`src/hslb_pkg.sv`:
```
package hslb_pkg;

    // pipelined divider: quotient width, register stages, bits per stage
    localparam int DIV_QW     = 26;
    localparam int DIV_STAGES = 4;
    localparam int DIV_BPS    = (DIV_QW + DIV_STAGES - 1) / DIV_STAGES;

    // ceil(2^31 / 255); floor(a * LIN_RECIP >> 31) == floor(a / 255) for a < 2^24
    localparam logic [23:0] LIN_RECIP = 24'd8421505;

    // partial remainder and quotient carried between divider stages
    typedef struct packed {
        logic [9:0]  rem;
        logic [25:0] quo;
    } t_div_acc;

    // channel output: ceil(v2*255/131072), saturated, v2 signed
    function automatic logic [7:0] chan_out(input logic signed [19:0] v2);
        logic [27:0] t;
        begin
            if (v2 <= 0) begin
                chan_out = 8'd0;
            end else begin
                t = ({8'd0, v2} * 28'd255 + 28'd131071) >> 17;
                chan_out = (t > 28'd255) ? 8'd255 : t[7:0];
            end
        end
    endfunction

endpackage

```
`src/hslb_div.sv`:
```
// Pipelined restoring divider: quotient of i_num/i_den, i_den<=510.
// DIV_BPS quotient bits per stage, DIV_QW bits over DIV_STAGES stages.
module hslb_div (
    input  logic        i_clk,
    input  logic        i_en,
    input  logic [25:0] i_num,
    input  logic [8:0]  i_den,
    output logic [25:0] o_quo
);
    import hslb_pkg::*;

    logic [25:0] r_n   [DIV_STAGES];
    logic [8:0]  r_d   [DIV_STAGES];
    t_div_acc    r_acc [DIV_STAGES];

    // one group of compare-and-subtract steps, starting at quotient bit base
    function automatic t_div_acc div_group(input t_div_acc acc, input logic [25:0] n,
                                           input logic [8:0] d, input int base);
        t_div_acc    a;
        logic [10:0] tr;
        a = acc;
        for (int k = 0; k < DIV_BPS; k++) begin
            if (base + k < DIV_QW) begin
                tr = {a.rem, n[DIV_QW-1-(base+k)]};
                if (tr >= {2'd0, d} && d != 9'd0) begin
                    tr    = tr - {2'd0, d};
                    a.quo = {a.quo[24:0], 1'b1};
                end else begin
                    a.quo = {a.quo[24:0], 1'b0};
                end
                a.rem = tr[9:0];
            end
        end
        return a;
    endfunction

    always_ff @(posedge i_clk) begin
        if (i_en) begin
            r_n[0]   <= i_num;
            r_d[0]   <= i_den;
            r_acc[0] <= div_group('0, i_num, i_den, 0);
            for (int s = 1; s < DIV_STAGES; s++) begin
                r_n[s]   <= r_n[s-1];
                r_d[s]   <= r_d[s-1];
                r_acc[s] <= div_group(r_acc[s-1], r_n[s-1], r_d[s-1], s * DIV_BPS);
            end
        end
    end

    assign o_quo = r_acc[DIV_STAGES-1].quo;

endmodule

```
`src/hsl_luminance_blend_pixel_top.sv`:
```
// Pipeline: 8 register stages from the input transfer to the output register.
// Throughput: one pixel per clock; a stall freezes the whole pipeline.
// The four divider stages (hue and saturation) set the depth.
// Reset: synchronous, active low; clears the pipeline valid bits only.
// Output register always drains independently of new input.
module hsl_luminance_blend_pixel_top (
    input  logic        i_clk,
    input  logic        i_rst_n,
    input  logic        s_axis_tvalid,
    output logic        s_axis_tready,
    input  logic [39:0] s_axis_tdata,   // red_in, green_in, blue_in, target_bit, blend_weight, pad
    output logic        m_axis_tvalid,
    input  logic        m_axis_tready,
    output logic [47:0] m_axis_tdata    // red_out, green_out, blue_out, lightness_error, pad
);
    import hslb_pkg::*;

    // whole pipe advances when output slot is free or empty
    logic en;
    assign en = !m_axis_tvalid || m_axis_tready;
    assign s_axis_tready = en;

    // ---- stage 1: min/max, sector, numerators
    logic [7:0] r, g, b;
    logic       q;
    logic [8:0] w;
    assign r = s_axis_tdata[7:0];
    assign g = s_axis_tdata[15:8];
    assign b = s_axis_tdata[23:16];
    assign q = s_axis_tdata[24];
    assign w = (s_axis_tdata[33:25] > 9'd256) ? 9'd256 : s_axis_tdata[33:25];

    logic       r_s1_v, r_s1_q, r_s1_neg;
    logic [8:0] r_s1_w, r_s1_sum, r_s1_den;
    logic [7:0] r_s1_d, r_s1_num;
    logic [2:0] r_s1_sec;

    always_ff @(posedge i_clk) begin
        if (!i_rst_n) begin
            r_s1_v <= 1'b0;
        end else if (en) begin
            r_s1_v <= s_axis_tvalid;
        end
    end

    always_ff @(posedge i_clk) begin
        if (en) begin
            logic [7:0] mx, mn;
            logic [8:0] sm;
            mx = (r > g) ? r : g;  mx = (mx > b) ? mx : b;
            mn = (r < g) ? r : g;  mn = (mn < b) ? mn : b;
            sm = {1'b0, mx} + {1'b0, mn};
            r_s1_q   <= q;
            r_s1_w   <= w;
            r_s1_sum <= sm;
            r_s1_d   <= mx - mn;
            r_s1_den <= (sm < 9'd510 - sm) ? sm : 9'd510 - sm;
            priority if (mx == r && g >= b) begin
                r_s1_sec <= 3'd0; r_s1_neg <= 1'b0; r_s1_num <= g - b;
            end else if (mx == r) begin
                r_s1_sec <= 3'd6; r_s1_neg <= 1'b1; r_s1_num <= b - g;
            end else if (mx == g) begin
                r_s1_sec <= 3'd2; r_s1_neg <= (b < r);
                r_s1_num <= (b >= r) ? b - r : r - b;
            end else begin
                r_s1_sec <= 3'd4; r_s1_neg <= (r < g);
                r_s1_num <= (r >= g) ? r - g : g - r;
            end
        end
    end

    // ---- dividers (stages 2..5): S, hue fraction
    logic [25:0] q_s, q_h;
    hslb_div u_div_s (.i_clk(i_clk), .i_en(en),
        .i_num(26'({r_s1_d, 16'd0}) + 26'(r_s1_den >> 1)),
        .i_den(r_s1_den), .o_quo(q_s));
    hslb_div u_div_h (.i_clk(i_clk), .i_en(en),
        .i_num(26'({r_s1_num, 16'd0}) + 26'(r_s1_d >> 1)),
        .i_den({1'b0, r_s1_d}), .o_quo(q_h));

    // side-band delay matching the dividers; L = round(sum*65536/510) by
    // reciprocal multiply in the first slot
    logic        r_dv  [DIV_STAGES];
    logic        r_dq  [DIV_STAGES];
    logic        r_dn  [DIV_STAGES];
    logic        r_dz  [DIV_STAGES];
    logic [8:0]  r_dw  [DIV_STAGES];
    logic [2:0]  r_dsc [DIV_STAGES];
    logic [16:0] r_dl  [DIV_STAGES];

    always_ff @(posedge i_clk) begin
        if (!i_rst_n) begin
            for (int i = 0; i < DIV_STAGES; i++) r_dv[i] <= 1'b0;
        end else if (en) begin
            r_dv[0] <= r_s1_v;
            for (int i = 1; i < DIV_STAGES; i++) r_dv[i] <= r_dv[i-1];
        end
    end

    always_ff @(posedge i_clk) begin
        if (en) begin
            logic [23:0] la;
            logic [47:0] lp;
            // (sum*32768 + 127) / 255 equals the half-up rounded sum*65536/510
            la = {r_s1_sum, 15'd0} + 24'd127;
            lp = 48'(la) * 48'(LIN_RECIP);
            r_dl[0]  <= 17'(lp >> 31);
            r_dq[0]  <= r_s1_q;
            r_dn[0]  <= r_s1_neg;
            r_dz[0]  <= (r_s1_d == 8'd0);
            r_dw[0]  <= r_s1_w;
            r_dsc[0] <= r_s1_sec;
            for (int i = 1; i < DIV_STAGES; i++) begin
                r_dl[i]  <= r_dl[i-1];
                r_dq[i]  <= r_dq[i-1];
                r_dn[i]  <= r_dn[i-1];
                r_dz[i]  <= r_dz[i-1];
                r_dw[i]  <= r_dw[i-1];
                r_dsc[i] <= r_dsc[i-1];
            end
        end
    end

    // ---- stage 6: hue, Lout (one multiply)
    logic        r_s6_v;
    logic [16:0] r_s6_lin, r_s6_lout, r_s6_sat;
    logic [18:0] r_s6_hue;

    always_ff @(posedge i_clk) begin
        if (!i_rst_n) r_s6_v <= 1'b0;
        else if (en)  r_s6_v <= r_dv[DIV_STAGES-1];
    end

    always_ff @(posedge i_clk) begin
        if (en) begin
            logic [16:0] lin;
            logic [26:0] pr;
            logic [18:0] hb;
            lin = r_dl[DIV_STAGES-1];
            pr  = 27'(lin) * 27'(r_dw[DIV_STAGES-1]) + 27'd128;
            hb  = 19'(r_dsc[DIV_STAGES-1]) << 16;
            r_s6_lin  <= lin;
            r_s6_lout <= 17'((r_dq[DIV_STAGES-1] ?
                              27'(17'd256 * 17'(9'd256 - r_dw[DIV_STAGES-1])) : 27'd0)
                             + (pr >> 8));
            r_s6_sat  <= r_dz[DIV_STAGES-1] ? 17'd0 : q_s[16:0];
            r_s6_hue  <= r_dz[DIV_STAGES-1] ? 19'd0 :
                         (r_dn[DIV_STAGES-1] ? hb - 19'(q_h[16:0]) : hb + 19'(q_h[16:0]));
        end
    end

    // ---- stage 7: chroma
    logic        r_s7_v;
    logic [16:0] r_s7_c, r_s7_lin, r_s7_lout, r_s7_f;
    logic [2:0]  r_s7_sec;

    always_ff @(posedge i_clk) begin
        if (!i_rst_n) r_s7_v <= 1'b0;
        else if (en)  r_s7_v <= r_s6_v;
    end

    always_ff @(posedge i_clk) begin
        if (en) begin
            logic [17:0] tl, om;
            logic [34:0] pc;
            logic [16:0] fr;
            logic [2:0]  sc;
            tl = {r_s6_lout, 1'b0} - 18'd65536;
            if (tl[17]) tl = -tl;
            om = 18'd65536 - tl;
            pc = 35'(om) * 35'(r_s6_sat) + 35'd32768;
            fr = r_s6_hue[16:0];
            sc = r_s6_hue[18:16];
            r_s7_c    <= 17'(pc >> 16);
            r_s7_f    <= (fr >= 17'd65536) ? fr - 17'd65536 : 17'd65536 - fr;
            r_s7_sec  <= (sc > 3'd5) ? 3'd5 : sc;
            r_s7_lin  <= r_s6_lin;
            r_s7_lout <= r_s6_lout;
        end
    end

    // ---- stage 8: X and output channels
    logic        r_s8_v;
    logic [47:0] r_s8_d;

    always_ff @(posedge i_clk) begin
        if (!i_rst_n) r_s8_v <= 1'b0;
        else if (en)  r_s8_v <= r_s7_v;
    end

    always_ff @(posedge i_clk) begin
        if (en) begin
            logic [34:0] px;
            logic [16:0] x, cr, cg, cb;
            logic signed [19:0] tl2;
            logic [16:0] er;
            px = 35'(r_s7_c) * 35'(17'd65536 - r_s7_f) + 35'd32768;
            x  = 17'(px >> 16);
            unique case (r_s7_sec)
                3'd0:    begin cr = r_s7_c; cg = x;      cb = '0;     end
                3'd1:    begin cr = x;      cg = r_s7_c; cb = '0;     end
                3'd2:    begin cr = '0;     cg = r_s7_c; cb = x;      end
                3'd3:    begin cr = '0;     cg = x;      cb = r_s7_c; end
                3'd4:    begin cr = x;      cg = '0;     cb = r_s7_c; end
                default: begin cr = r_s7_c; cg = '0;     cb = x;      end
            endcase
            tl2 = 20'sd2 * $signed({3'd0, r_s7_lout}) - $signed({3'd0, r_s7_c});
            er  = (r_s7_lout >= r_s7_lin) ? r_s7_lout - r_s7_lin : r_s7_lin - r_s7_lout;
            r_s8_d <= {7'd0, er,
                       chan_out(20'sd2 * $signed({3'd0, cb}) + tl2),
                       chan_out(20'sd2 * $signed({3'd0, cg}) + tl2),
                       chan_out(20'sd2 * $signed({3'd0, cr}) + tl2)};
        end
    end

    assign m_axis_tvalid = r_s8_v;
    assign m_axis_tdata  = r_s8_d;

    // result must hold while stalled
    assert property (@(posedge i_clk) disable iff (!i_rst_n)
        m_axis_tvalid && !m_axis_tready |=> m_axis_tvalid)
        else $error("result dropped under stall");
    assert property (@(posedge i_clk) disable iff (!i_rst_n)
        m_axis_tvalid && !m_axis_tready |=> $stable(m_axis_tdata))
        else $error("result changed under stall");
    assert property (@(posedge i_clk) disable iff (!i_rst_n)
        s_axis_tready == (!m_axis_tvalid || m_axis_tready))
        else $error("ready mismatch");
    assert property (@(posedge i_clk) disable iff (!i_rst_n)
        m_axis_tvalid |-> m_axis_tdata[47:41] == 7'd0)
        else $error("padding not zero");

endmodule

```
`config.mk`:
```
export PLATFORM = sky130hd
export DESIGN_NAME = hsl_luminance_blend_pixel_top
export DESIGN_NICKNAME = d
export VERILOG_FILES = /design/src/hslb_pkg.sv /design/src/hslb_div.sv /design/src/hsl_luminance_blend_pixel_top.sv
export SDC_FILE = /design/constraint.sdc
export NUM_CORES = 2
export LEC_CHECK = 0
export ABC_CLOCK_PERIOD_IN_PS = 31400
export BUFFER_PORTS_ARGS = -buffer_cell sky130_fd_sc_hd__buf_2
export CORE_MARGIN = 2
export CORE_UTILIZATION = 40
export CTS_CLUSTER_DIAMETER = 50
export DETAILED_ROUTE_END_ITERATION = 10
export MAX_ROUTING_LAYER = met4
export SLEW_MARGIN = 20
export SYNTH_ARGS = -nofsm -noshare
export SYNTH_HDL_FRONTEND = slang
export SYNTH_SLANG_ARGS = --single-unit
```
`constraint.sdc`:
```
create_clock -name i_clk -period 31.4 [get_ports i_clk]
set_input_delay 6.28 -clock i_clk [delete_from_list [all_inputs] [get_ports i_clk]]
set_output_delay 6.28 -clock i_clk [all_outputs]
set_load 0.05 [all_outputs]
```
* Word-level counts from Yosys, hierarchy flattened
Memory sizes are Yosys's and may differ from the RTL's. A register that Yosys moved wholly into a read port is not among the register bits.
Index checks and enable logic that the tools add are counted.
** Word-level totals
- Bits in writable memories :: 700
- Output and inout bits :: 50
- Memories kept :: 13
- Input port bits :: 44
- Bits in registers :: 216
- Logic and storage cells :: 478
** Operators by class
- $mul :: 7
- Bitwise gates (word level) :: 4
- $lt $le $gt $ge :: 71
- Eq/ne operators :: 6
- Reduce and logical (&&, ||, !) cells :: 73
- Muxes and demuxes :: 194
- $add $sub $neg :: 86
** Memories
- u_div_h.r_acc :: depth 4, width 36, rd ports 4, clocked after memory_dff 0, wr ports 4, line hslb_div.sv:14 : t_div_acc r_acc [DIV_STAGES];
- u_div_s.r_acc :: depth 4, width 36, rd ports 4, clocked after memory_dff 1, wr ports 4, line hslb_div.sv:14
- u_div_h.r_n :: depth 4, width 26, rd ports 3, clocked after memory_dff 0, wr ports 4, line hslb_div.sv:12 : logic [25:0] r_n [DIV_STAGES];
- u_div_s.r_n :: depth 4, width 26, rd ports 3, clocked after memory_dff 0, wr ports 4, line hslb_div.sv:12
- r_dl :: depth 4, width 17, rd ports 4, clocked after memory_dff 0, wr ports 4, line hsl_luminance_blend_pixel_top.sv:89 : logic [16:0] r_dl [DIV_STAGES];
- r_dw :: depth 4, width 9, rd ports 4, clocked after memory_dff 0, wr ports 4, line hsl_luminance_blend_pixel_top.sv:87 : logic [8:0] r_dw [DIV_STAGES];
- +7 memories
** Operator list (count)
- $mux 36 :: 52
- $mux 10 :: 52
- $ge 11x9->1 :: 44
- $sub 10x9->10 :: 44
- $mux 17 :: 6
- $pmux 17 s2 :: 3
- $mux 8 :: 12
- $add 28x17->28 const B :: 3
- $mul 20x8->28 const B :: 3
- $reduce_bool 9->1 :: 8
- $add 33x16->33 const B :: 2
- $ge 11x8->1 :: 6
- $mux 1 :: 63
- $add 19x19->20 :: 3
- $le 20x1->1 const B :: 3
- $sub 10x8->10 :: 6
- $sub 8x8->8 :: 7
- $logic_and 1x1->1 :: 53
- $mul 24x24->48 const B :: 1
- $mux 18 :: 2
- $sub 17x17->17 :: 2
- $gt 11x8->1 const B :: 3
- $mul 18x17->33 :: 1
- $mul 18x18->33 :: 1
- 42 further kinds :: 61

* Longest topological paths before layout
An unclocked memory read counts as a cell.
- Depth in word-level cells :: 29
- Gate-level depth with buffers :: 100
- Depth with buffers taken out :: 94

* Cells and area by module
Synthesis repeated with hierarchy kept, for this count alone.
** Unflattened totals
- Cells, all modules :: 9877
- Area, all modules :: 93420.8 µm²
** By module, submodules not included
- hsl_luminance_blend_pixel_top :: sequential area each 10710.3 µm², area an instance 57346.2 µm², instances 1, cells an instance 5879
- hslb_div :: sequential area each 4834.6 µm², area an instance 18037.3 µm², instances 2, cells an instance 1999

* Least setup slack after synthesis
Ideal clock, no wire load.
- Path type :: input -> output
- Start :: input m_axis_tready
- End :: output s_axis_tready
- Setup slack :: 8.505 ns
- Path buffers :: 1
- Data arrival time :: 16.615 ns
- Cell stages on the path :: 3
- Data required time :: 25.120 ns
- Cells stage by stage :: nor2b_1 -> clkbuf_1 -> clkinv_1
** Between the ends
- Word-level cells in the longest chain between the ends :: 1
** RTL lines
- start: declaration :: line hsl_luminance_blend_pixel_top.sv:13 : input logic m_axis_tready,
- $logic_or 1x1->1 :: line hsl_luminance_blend_pixel_top.sv:20 : assign en = !m_axis_tvalid || m_axis_tready;
- end: declaration :: line hsl_luminance_blend_pixel_top.sv:10 : output logic s_axis_tready,
No other way between the ends.

==> flow_metrics.py <==
metrics = {
    "sta": {
        "max_slew.worst_pin.slew_ns": 1.16,
        "rsz0062_at_grt": "false",
        "finalMaxSlewViolations": 0,
        "tns_ns": 0,
        "setup_viol": 0,
        "period_needed_ns": 21.95,
        "max_freq_ghz": 0.0455,
        "skew_ns": 0.0717,
        "hold_viol_final": 0,
        "finalCritPeriodShare": 0.699,
        "slew_headroom": 0.226,
    },
    "die": {
        "start_util": 0.401,
        "io_pins": 94,
        "die_w_um": 465,
        "dieArea_um2": 216000,
        "row_count": 169,
        "chipHeight_um": 465,
        "core-area_um2": 212000,
    },
    "logic_synthesis": {
        "synth.top_cell.area_share": 0.208,
        "yosysWarnings": 0,
        "ys_seq_area_frac": 0.189,
        "synthMuxAreaShare": 0.0352,
        "ys.flop_type": "edfxtp_1",
        "synthAdderAreaFrac": 0.375,
        "ys_async_sr_fraction": 0,
        "yosys.area.top_type": "fa_1",
        "synth-seq-cells": 538,
        "synthSimpleGateAreaFrac": 0.142,
        "ys_top_cells_by_area": "fa_1 (21%), edfxtp_1 (19%), ha_1 (17%)",
        "synth_edf_count": 531,
        "synth-compound-area-share": 0.130,
        "synth.cell_area_um2": 84900,
        "synth_cells": 9174,
        "synth-xor-area-share": 0.0563,
        "postSynthAreaPerCell_um2": 9.26,
        "ys_types": 111,
        "synth_top_family_by_area": "adder cells",
    },
    "routing": {
        "finalWirelength_um": 213000,
        "initialDrtViolationCount": 3830,
        "viasPerCell": 5.31,
        "antenna_left": 0,
        "via_count": 64200,
        "first_pass_iters": 6,
        "drc": 0,
        "wl_per_cell_um": 17.6,
    },
    "critical_path": {
        "cp-end-kind": "flip-flop",
        "crit_fanout": 21,
        "reg2reg_from": "u_div_s.r_d[1][0]$_DFFE_PN_",
        "start_kind": "flip-flop",
        "max_stage_delay_ns": 0.82,
        "r2r_slack_ns": 9.45,
        "path_common_cell": "o21ai_0",
        "cp.required_ns": 31.86,
        "slowest_stage": "a21oi_1",
        "reg2reg_to": "u_div_s.r_acc[2][27]$_DFFE_PN_",
        "crit_arrival_ns": 22.41,
        "crit_type": "reg2reg",
        "r2r_cells": 86,
    },
    "global_route": {
        "grt_pass1_wl_um": 348000,
        "grt_max_degree": 127,
        "antenna_found_initial": 2,
        "grt_use_total": 0.203,
        "grt_pass1_vias": 66100,
        "grt_overflow": 0,
    },
    "clock_tree": {
        "cts_made_buffers": 87,
        "clock-sinks": 538,
        "postCtsSetupBuffers": 0,
        "clock-root-buffer": "clkbuf_16",
        "htreeDepth": 3,
        "cts_tree": "yes",
        "ctsHoldBuffers": 0,
        "cts_resized": 0,
        "clk-insertion-delay-late_ns": 0.73,
        "clockBufferDepth": 3,
        "cts.clk_slew.worst_paths_ns": 0.06,
    },
    "status": {
        "status": "finished, final reports clean",
    },
    "cells_and_area": {
        "area_delta_synth_final_pct": 8.06,
        "fin_nets": 11300,
        "drive_gt1_frac": 0.0602,
    },
    "run": {
        "cap_violations": 0,
    },
    "min_path": {
        "holdCritPathClass": "reg2reg",
        "worstHoldStart": "r_s6_lin[15]$_DFFE_PN_",
        "hold_path_end": "r_s7_lin[15]$_DFFE_PN_",
        "min_delay_path_depth": 0,
    },
    "placed_design": {
        "place_congestion": 0.909,
        "port_buffers": 80,
        "dpl.hpwl_um": 170000,
    },
}
-- cell usage after synthesis (20+ instances only) --
cell type	count
o21bai_1	78
nor2b_1	167
a221oi_1	27
a31oi_1	32
a211oi_1	40
a21o_1	280
o21ai_0	359
o31ai_1	54
a22o_1	20
nor2_1	511
inv_1	1353
fa_1	882
edfxtp_1	531
and3_1	64
nor4_1	28
nor3_1	113
mux2i_1	116
clkbuf_1	212
nand3_1	90
nand2_1	888
xor2_1	179
mux2_2	146
ha_1	1138
a21boi_0	52
nand4_1	107
o21a_1	96
or3_1	38
xnor2_1	367
a21oi_1	440
and2_1	294
nand2b_1	103
o211ai_1	28
-- cell type report --
class	instances	area, um2
clock buffer	97	2240
inverter	1363	5130
clock inverter	66	796
fill	20400	120000
antenna	3	7.51
multi-input combinational	7036	62900
tap	2821	3530
sequential	538	16100
timing repair buffer	169	1080
-- state kept, by name, summed over array words and instances, names as in the netlist, 19 cells and up --
register       flops
r_s6_hue          19
m_axis_tdata      41
u_div_s.r_d       23
u_div_h.r_n       24
u_div_s.r_acc     64
u_div_h.r_acc     64
r_dl              68
r_dw              36
-- how the worst max path moves through the flow --
| stage | start | to | slack, ns | depth (start not counted) |
|---|---|---|---|---|
| CTS | u_div_s.r_d[1][0]$_DFFE_PN_ | u_div_s.r_acc[2][27]$_DFFE_PN_ | 9.74 | 86 |
| finish | u_div_s.r_d[1][0]$_DFFE_PN_ | u_div_s.r_acc[2][27]$_DFFE_PN_ | 9.45 | 86 |
| detailed placement | u_div_s.r_d[1][0]$_DFFE_PN_ | u_div_s.r_acc[2][27]$_DFFE_PN_ | 9.84 | 86 |
| global route | u_div_s.r_d[1][0]$_DFFE_PN_ | u_div_s.r_acc[2][27]$_DFFE_PN_ | 7.57 | 86 |
| global placement | u_div_s.r_d[1][0]$_DFFE_PN_ | u_div_s.r_acc[2][27]$_DFFE_PN_ | 9.69 | 86 |
| floorplan | m_axis_tready | s_axis_tready | 8.51 | 3 |
-- cell usage in the layout, fill, tap and decap left out, types with 78 or more instances in the layout --
master and n:
inv_1 1353, ha_1 1138, nand2_1 888, fa_1 882, edfxtp_1 531, nor2_1 511
a21oi_1 439, xnor2_1 365, o21ai_0 358, and2_1 294, a21o_1 280, xor2_1 168
nor2b_1 167, mux2_2 146, mux2i_1 116, nor3_1 113, nand4_1 107, nand2b_1 103
o21a_1 96, nand3_1 90, clkbuf_16 88, buf_4 88, buf_2 80, o21bai_1 78
-- routing by layer --
metal	global-route usage	wire length, um
met1	0.260	95500
met2	0.337	102000
met3	0.0200	8370
met4	0.0665	7080
met5	-	0
-- worst max-delay path, delay by kind of cell (launching register included) --
kind | cells | cell delay, ns
AOI/OAI and AO/OA | 55 | 12.67
adders and majority gates | 6 | 1.89
buffers and inverters | 2 | 0.44
DFF | 1 | 0.74
muxes | 3 | 1.20
and+or+nand+nor | 20 | 4.74
-- cells by family after synthesis --
| group | count (synthesis) |
|---|---|
| adder cells (fa/ha/maj) | 2020 |
| XOR/XNOR | 546 |
| buffers and inverters | 1611 |
| flip-flops | 538 |
| other | 1 |
| multiplexers | 276 |
| AO/OA/AOI/OAI | 1687 |
| AND/OR/NAND/NOR | 2495 |
-- stage by stage --
step | setup slack (ns) | hold slack [ns] | util | cells | cell area, um2
2_1_floorplan | 8.51 | 0.400 | - | 9185 | 85000
3_3_place_gp | 9.69 | 0.401 | 0.419 | 11900 | 88700
3_5_place_dp | 9.84 | 0.405 | 0.419 | 11900 | 88700
4_1_cts | 9.74 | 0.380 | 0.434 | 12100 | 91800
5_1_grt | 7.57 | 0.395 | 0.434 | 12100 | 91800
6_report | 9.45 | 0.380 | 0.434 | 12100 | 91800
Power is left out: the tool's default activity adds up to more than one toggle a clock period on the data nets, which glitch-free logic cannot reach.
